--- src/design/rtg_pkg.sv ---
// Package of the reducible twister generator: field widths, command and
// register codes, tempering constants. No dependencies.
package rtg_pkg;

	localparam int WORD_W     = 64;
	localparam int CMD_W      = 2;
	localparam int SEED_IDX_W = 9;
	localparam int WC_W       = 10;
	localparam int OFF_W      = 9;
	localparam int CFG_IDX_W  = 3;

	localparam int MAX_WORDS_DEF = 512;
	localparam int WC_RESET      = 312;

	typedef enum logic [CMD_W-1:0] {
		CMD_LOAD = 2'd0,
		CMD_SEAL = 2'd1,
		CMD_GEN  = 2'd2
	} cmd_t;

	localparam logic [CFG_IDX_W-1:0] REG_WORD_COUNT    = 3'd0;
	localparam logic [CFG_IDX_W-1:0] REG_OFFSET        = 3'd1;
	localparam logic [CFG_IDX_W-1:0] REG_TWIST_MATRIX  = 3'd2;
	localparam logic [CFG_IDX_W-1:0] REG_TEMPER_MASK_B = 3'd3;
	localparam logic [CFG_IDX_W-1:0] REG_TEMPER_MASK_C = 3'd4;

	localparam int MIX_SHIFT = 17;
	localparam int TEMPER_U  = 29;
	localparam int TEMPER_S  = 17;
	localparam int TEMPER_T  = 37;
	localparam int TEMPER_L  = 43;
	localparam logic [WORD_W-1:0] TEMPER_MASK_A = 64'h5555555555555555;

endpackage

--- src/design/rtg_mod.sv ---
// Bit-serial restoring remainder unit: dividend mod divisor, one bit a cycle.
// Depends on rtg_pkg for default widths.
module rtg_mod #(
	parameter int DVW = rtg_pkg::OFF_W,
	parameter int NW  = $clog2(rtg_pkg::MAX_WORDS_DEF + 1)
) (
	input  logic           clk,
	input  logic           arst_n,
	input  logic           start,
	input  logic [DVW-1:0] dividend,
	input  logic [NW-1:0]  divisor,
	output logic           done,
	output logic [NW-1:0]  remainder
);

	localparam int CTW = $clog2(DVW + 1);

	logic           busy_q;
	logic           done_q;
	logic [CTW-1:0] cnt_q;
	logic [DVW-1:0] dvd_q;
	logic [NW-1:0]  dsr_q;
	logic [NW-1:0]  rem_q;

	logic [NW:0]    trial;
	logic [NW:0]    dsr_ext;
	logic [NW-1:0]  rem_next;

	assign trial    = {rem_q, dvd_q[DVW-1]};
	assign dsr_ext  = {1'b0, dsr_q};
	assign rem_next = (trial >= dsr_ext) ? NW'(trial - dsr_ext) : trial[NW-1:0];

	always_ff @(posedge clk or negedge arst_n) begin
		if (!arst_n) begin
			busy_q <= 1'b0;
			done_q <= 1'b0;
			cnt_q  <= '0;
		end else begin
			done_q <= 1'b0;
			if (start) begin
				busy_q <= 1'b1;
				cnt_q  <= CTW'(DVW);
			end else if (busy_q) begin
				cnt_q <= cnt_q - CTW'(1);
				if (cnt_q == CTW'(1)) begin
					busy_q <= 1'b0;
					done_q <= 1'b1;
				end
			end
		end
	end

	always_ff @(posedge clk) begin
		if (start) begin
			dvd_q <= dividend;
			dsr_q <= divisor;
			rem_q <= '0;
		end else if (busy_q) begin
			dvd_q <= dvd_q << 1;
			rem_q <= rem_next;
		end
	end

	assign done      = done_q;
	assign remainder = rem_q;

endmodule

--- config.mk ---
export PLATFORM = sky130hd
export DESIGN_NAME = rtg_mod
export DESIGN_NICKNAME = d
export VERILOG_FILES = /design/src/design/rtg_pkg.sv /design/src/design/rtg_mod.sv
export SDC_FILE = /design/constraint.sdc
export NUM_CORES = 1
export LEC_CHECK = 0
export ABC_AREA = 1
export BUFFER_PORTS_ARGS = -buffer_cell sky130_fd_sc_hd__clkbuf_2
export CORE_ASPECT_RATIO = 1.1
export CORE_MARGIN = 4
export CORE_UTILIZATION = 51
export CTS_CLUSTER_SIZE = 10
export DETAILED_ROUTE_END_ITERATION = 10
export HOLD_SLACK_MARGIN = 0.15
export PLACE_DENSITY = 0.82
export SYNTH_ARGS = -nofsm -noshare
export SYNTH_HDL_FRONTEND = slang
export SYNTH_SLANG_ARGS = --single-unit
export TNS_END_PERCENT = 1
--- constraint.sdc ---
create_clock -name clk -period 1.5 [get_ports clk]
set_input_delay 0.225 -clock clk [delete_from_list [all_inputs] [get_ports clk]]
set_output_delay 0.225 -clock clk [all_outputs]
set_load 0.02 [all_outputs]
Yosys cells after proc, flatten, opt, wreduce, memory -nomap -nowiden --
Cells that the tools add are included. Widths: inputs -> output; s select.
Cells by class: equal/unequal tests 1, mux-type cells 11, div/mod/pow operators 0, bitwise operators 0, magnitude comparators 1, multiply operators 0, reductions and logical operators 1, add/subtract/negate cells 2, shifts and indexed selects 0
Operators with widths (number):
- $mux 9 | 2
- $ge 11x10->1 | 1
- $mux 10 | 1
- $sub 10x10->10 | 1
- $mux 4 | 2
- $mux 1 | 6
- $eq 4x1->1 const B | 1
- $sub 4x1->4 const B | 1
- $reduce_bool 2->1 | 1
Storage, ports and cells: bits in latches 0, logic and storage cells 22, output and inout bits 11, memories kept 0, register bits after elaboration 35, bits in writable memories 0, input bits 22, ROM bits 0

Depth between registers and ports, before layout --
depth after elaboration 4, mapped depth 12, gate-level depth less buffers 12

Worst setup path before layout --
No wires, ideal clock.
path type register -> register, start point reg rem_q[3] (netlist: remainder[3]), end point reg rem_q[5] (netlist: remainder[5]), slack -135 ps, data arrival time 1522 ps, setup time 113 ps, cell stages (with the launch flop) 12, path buffers 1, required time 1387 ps, period minus slack after synthesis 1635 ps, cell sequence dfxtp_1 ha_1 nand2_1 nand2_2 nand2_2 nand2_2 nand2_2 and2_4 buf_6 nand4_1 nand3_1 nand2_1
On the way: word-level cells in the longest chain between the ends 2
Ends and longest elaborated chain:
- start, declared | line rtg_mod.sv:23 | logic [NW-1:0] rem_q;
- start signal, assigned | line rtg_mod.sv:60 | rem_q <= rem_next;
- $sub 10x10->10 / $ge 11x10->1 (equally long branches) | line rtg_mod.sv:31 | assign rem_next = (trial >= dsr_ext) ? NW'(trial - dsr_ext) : trial[NW-1:0];
- $mux 10 (*) | line rtg_mod.sv:31
Mark *: on every way between the ends. The rest lies on a longest branch, timed or not. A chain may end at the register's enable or synchronous reset.

Worst setup path after layout --
start point reg dsr_q[9], end point reg rem_q[5] (netlist: remainder[5])
On the way: word-level cells in the longest chain between the ends 2
Ends and longest elaborated chain:
- start, declared | line rtg_mod.sv:22 | logic [NW-1:0] dsr_q;
- start signal, assigned | line rtg_mod.sv:56 | dsr_q <= divisor;
- $ge 11x10->1 | line rtg_mod.sv:31
- $mux 10 | line rtg_mod.sv:31
No other way between the ends.

==> run metrics <==
status finished with violations; failing checks negative setup slack; clk_lat worst skew 300 ps; initial antenna violation count 0; Wirelength per Cell 14.2 um; syn avg cell area 7.80 sq um; CTS tree yes; Sequential Power Share 25.7%; reg-to-reg endpoint remainder[5]; register area share after synthesis 44.6%; clock share of power 18.7%; core area 0.00393 sq mm; pre-CTS setup slack -208 ps; async set-or-reset flop fraction in the synthesized netlist 17.1%; Synth top cells by count nand2_1, inv_1, nand3_1; Overall Global Routing Usage 23.0%; Root Buffer clkbuf_8; R2R Path Start dsr_q[9]; total number of vias 2090; H-Tree Depth 2; fmax 0.594 GHz; HP Class in -> reg; first-pass GRT wire length 8680 um; Synth Flop Type edfxtp_1; top cell type's share of synthesized area 27.6%; Via density 5.21; cts bufs inserted 5; Seq cells post-synth 35; diode count 0; syn_nets 300; Sequential Area 931 sq um; Setup crit end kind flip-flop; clk slew on worst S/H paths 80 ps; hpwl dp 3460 um; largest cells by area after synthesis edfxtp_1, nand2_1, dfxtp_1; Total Wirelength 5680 um; Util after Layout 76.0%; internal cell power 3.31 mW; multi-input combinational cell area 0.00113 sq mm; FF-to-FF setup slack -180 ps; Cell variety after synth 28; worst vdd ir 0.00108 V; maximum fanout along the worst path 5; Worst EP required 1690 ps; Non-Filler Instances 401; crit share post-route 112%; Max Cap Violations 0; CP startpoint kind flip-flop; final hold vios 0; post-route minimum period 1680 ps; Worst Setup EP remainder[5]; clk sinks 35; Filler cells 261; setup ws final -183 ps; CP arrival 1880 ps; vias in the first global route 2021; Leak 1.50 nW; RSZ-0062 raised after global routing true; layout cells sized above 1 36.4%; leading area contributor after synthesis edfxtp_1; Setup Skew 11.1 ps; synth warn 0; router iterations before antenna repair 4; gr ovfl total 0; die area 0.00513 sq mm; routability cong. 0.920; count leader, synth nand2_1; P per Cell Area 1850 mW/mm^2; Layout Nets 383; Slew Limit Fails 0; Critical Path Source dsr_q[9]; Mapped Cells 265; initial DRC count 158; reg2reg path depth 11; FP Rows 24; largest net degree at the start of global routing 16; Final Setup Violations 10; DRC violations left 0; synth-to-layout area growth 44.7%; Vert. Die Dim 74.8 um; # port buffers 32; cell area after synthesis 0.00207 sq mm; Comb power frac 55.6%; worst-margin pin slew 358 ps; Max-slew headroom 76.1%; Die X-Extent 68.7 um; final antenna-violating net count 0; Post-synth EDFFs 19; HP Start dividend[7]; Switching Fraction 40.2%; Bufs on Longest Clock Path 2; Cells after DPL 376; Critical Setup Path Class reg -> reg; NetSw 2.23 mW; Starting Density 52.5%; io pins 33
## critical path: stages, from the launching register on
cell,delay [ps]
edfxtp_1,320
inv_1,60
ha_4,280
inv_2,50
nor2_4,130
nand2_1,110
nor2_1,120
nand2_2,110
nand4_2,170
nand3_1,100
nand3_1,70
nand2_1,50
## power groups by stage
stage / combinational (mW) / clock [mW] / sequential, mW
floorplan: 1.54 / 0 / 1.58
global placement: 2.56 / 0 / 1.40
detailed placement: 2.63 / 0 / 1.41
CTS: 2.81 / 1.04 / 1.40
global route: 3.38 / 1.10 / 1.44
finish: 3.08 / 1.04 / 1.42
## sequential cells by signal, indices dropped and copies added (netlist names)
signal / cells
done: 1
cnt_q: 4
dvd_q: 9
dsr_q: 10
remainder: 10
busy_q: 1
## through the flow
stage | total power [mW] | TNS, ps | area, sq um | hold slack, ps
final | 5.53 | -1640 | 2990 | 184
after detailed placement | 4.03 | -1660 | 2570 | 55.1
after floorplan | 3.12 | -461 | 2140 | -70.6
after global routing | 5.92 | -2700 | 2990 | 179
after global placement | 3.96 | -1330 | 2570 | 57.8
after CTS | 5.25 | -1080 | 2920 | 179
## layer usage
metal / GRT usage (%) / part of all wire (%) / vias up
met3: 6.27 / 7.7 / 21
met2: 39.4 / 51 / 89
met4: 10.8 / 3.3 / 0
met1: 26.4 / 38 / 969
li1: - / - / 1011
met5: 0 / 0 / -
## how the worst min path moves through the flow
| stage | to | cells after the start |
|---|---|---|
| after global routing | dvd_q[2] | 3 |
| after detailed placement | done | 1 |
| after global placement | busy_q | 1 |
| final | dvd_q[7] | 3 |
| after CTS | dvd_q[0] | 3 |
| after floorplan | busy_q | 0 |
## final cells by class
| cell class | count | area share, % |
|---|---|---|
| clock buffers | 5 | 2.30 |
| inverters | 47 | 5.90 |
| multi-input cells | 179 | 37.8 |
| clock inverters | 3 | 2.26 |
| flip-flops and latches | 35 | 31.1 |
| repair buffers | 80 | 18.5 |
| well taps | 52 | 2.18 |
## cell families (layout without fill, tap and decap cells)
logic type	count (synthesis)	count (layout)	synth area share (%)
buf+inv	53	135	10.5
compound gates	11	11	3.03
xor+xnor	3	3	1.27
simple gates	150	152	32.3
flops	35	35	44.6
fa+ha+maj	13	13	8.24
## timing repair
item                       CTS  global route
setup endpoints to repair   10            10
cloned                       1             1
setup buffers                4             0
pin swaps                    3             5
hold endpoints to repair    16             0
resized for setup           10            11
hold buffers                11             0
## cell usage in the layout (no fill, tap or decap), drive strengths merged, types with 3 or more instances in the layout
master | netlist | routed
a21oi | 6 | 6
buf | 3 | 37
clkbuf | 3 | 37
dfrtp | 6 | 6
dfxtp | 10 | 10
dlygate4sd3 | 0 | 11
edfxtp | 19 | 19
ha | 12 | 12
inv | 46 | 46
nand2 | 94 | 94
nand3 | 28 | 28
nand4 | 12 | 13
nor2 | 13 | 13
o21ai | 3 | 3
xnor2 | 3 | 3
Note: power is estimated with default switching activity, not from simulation.
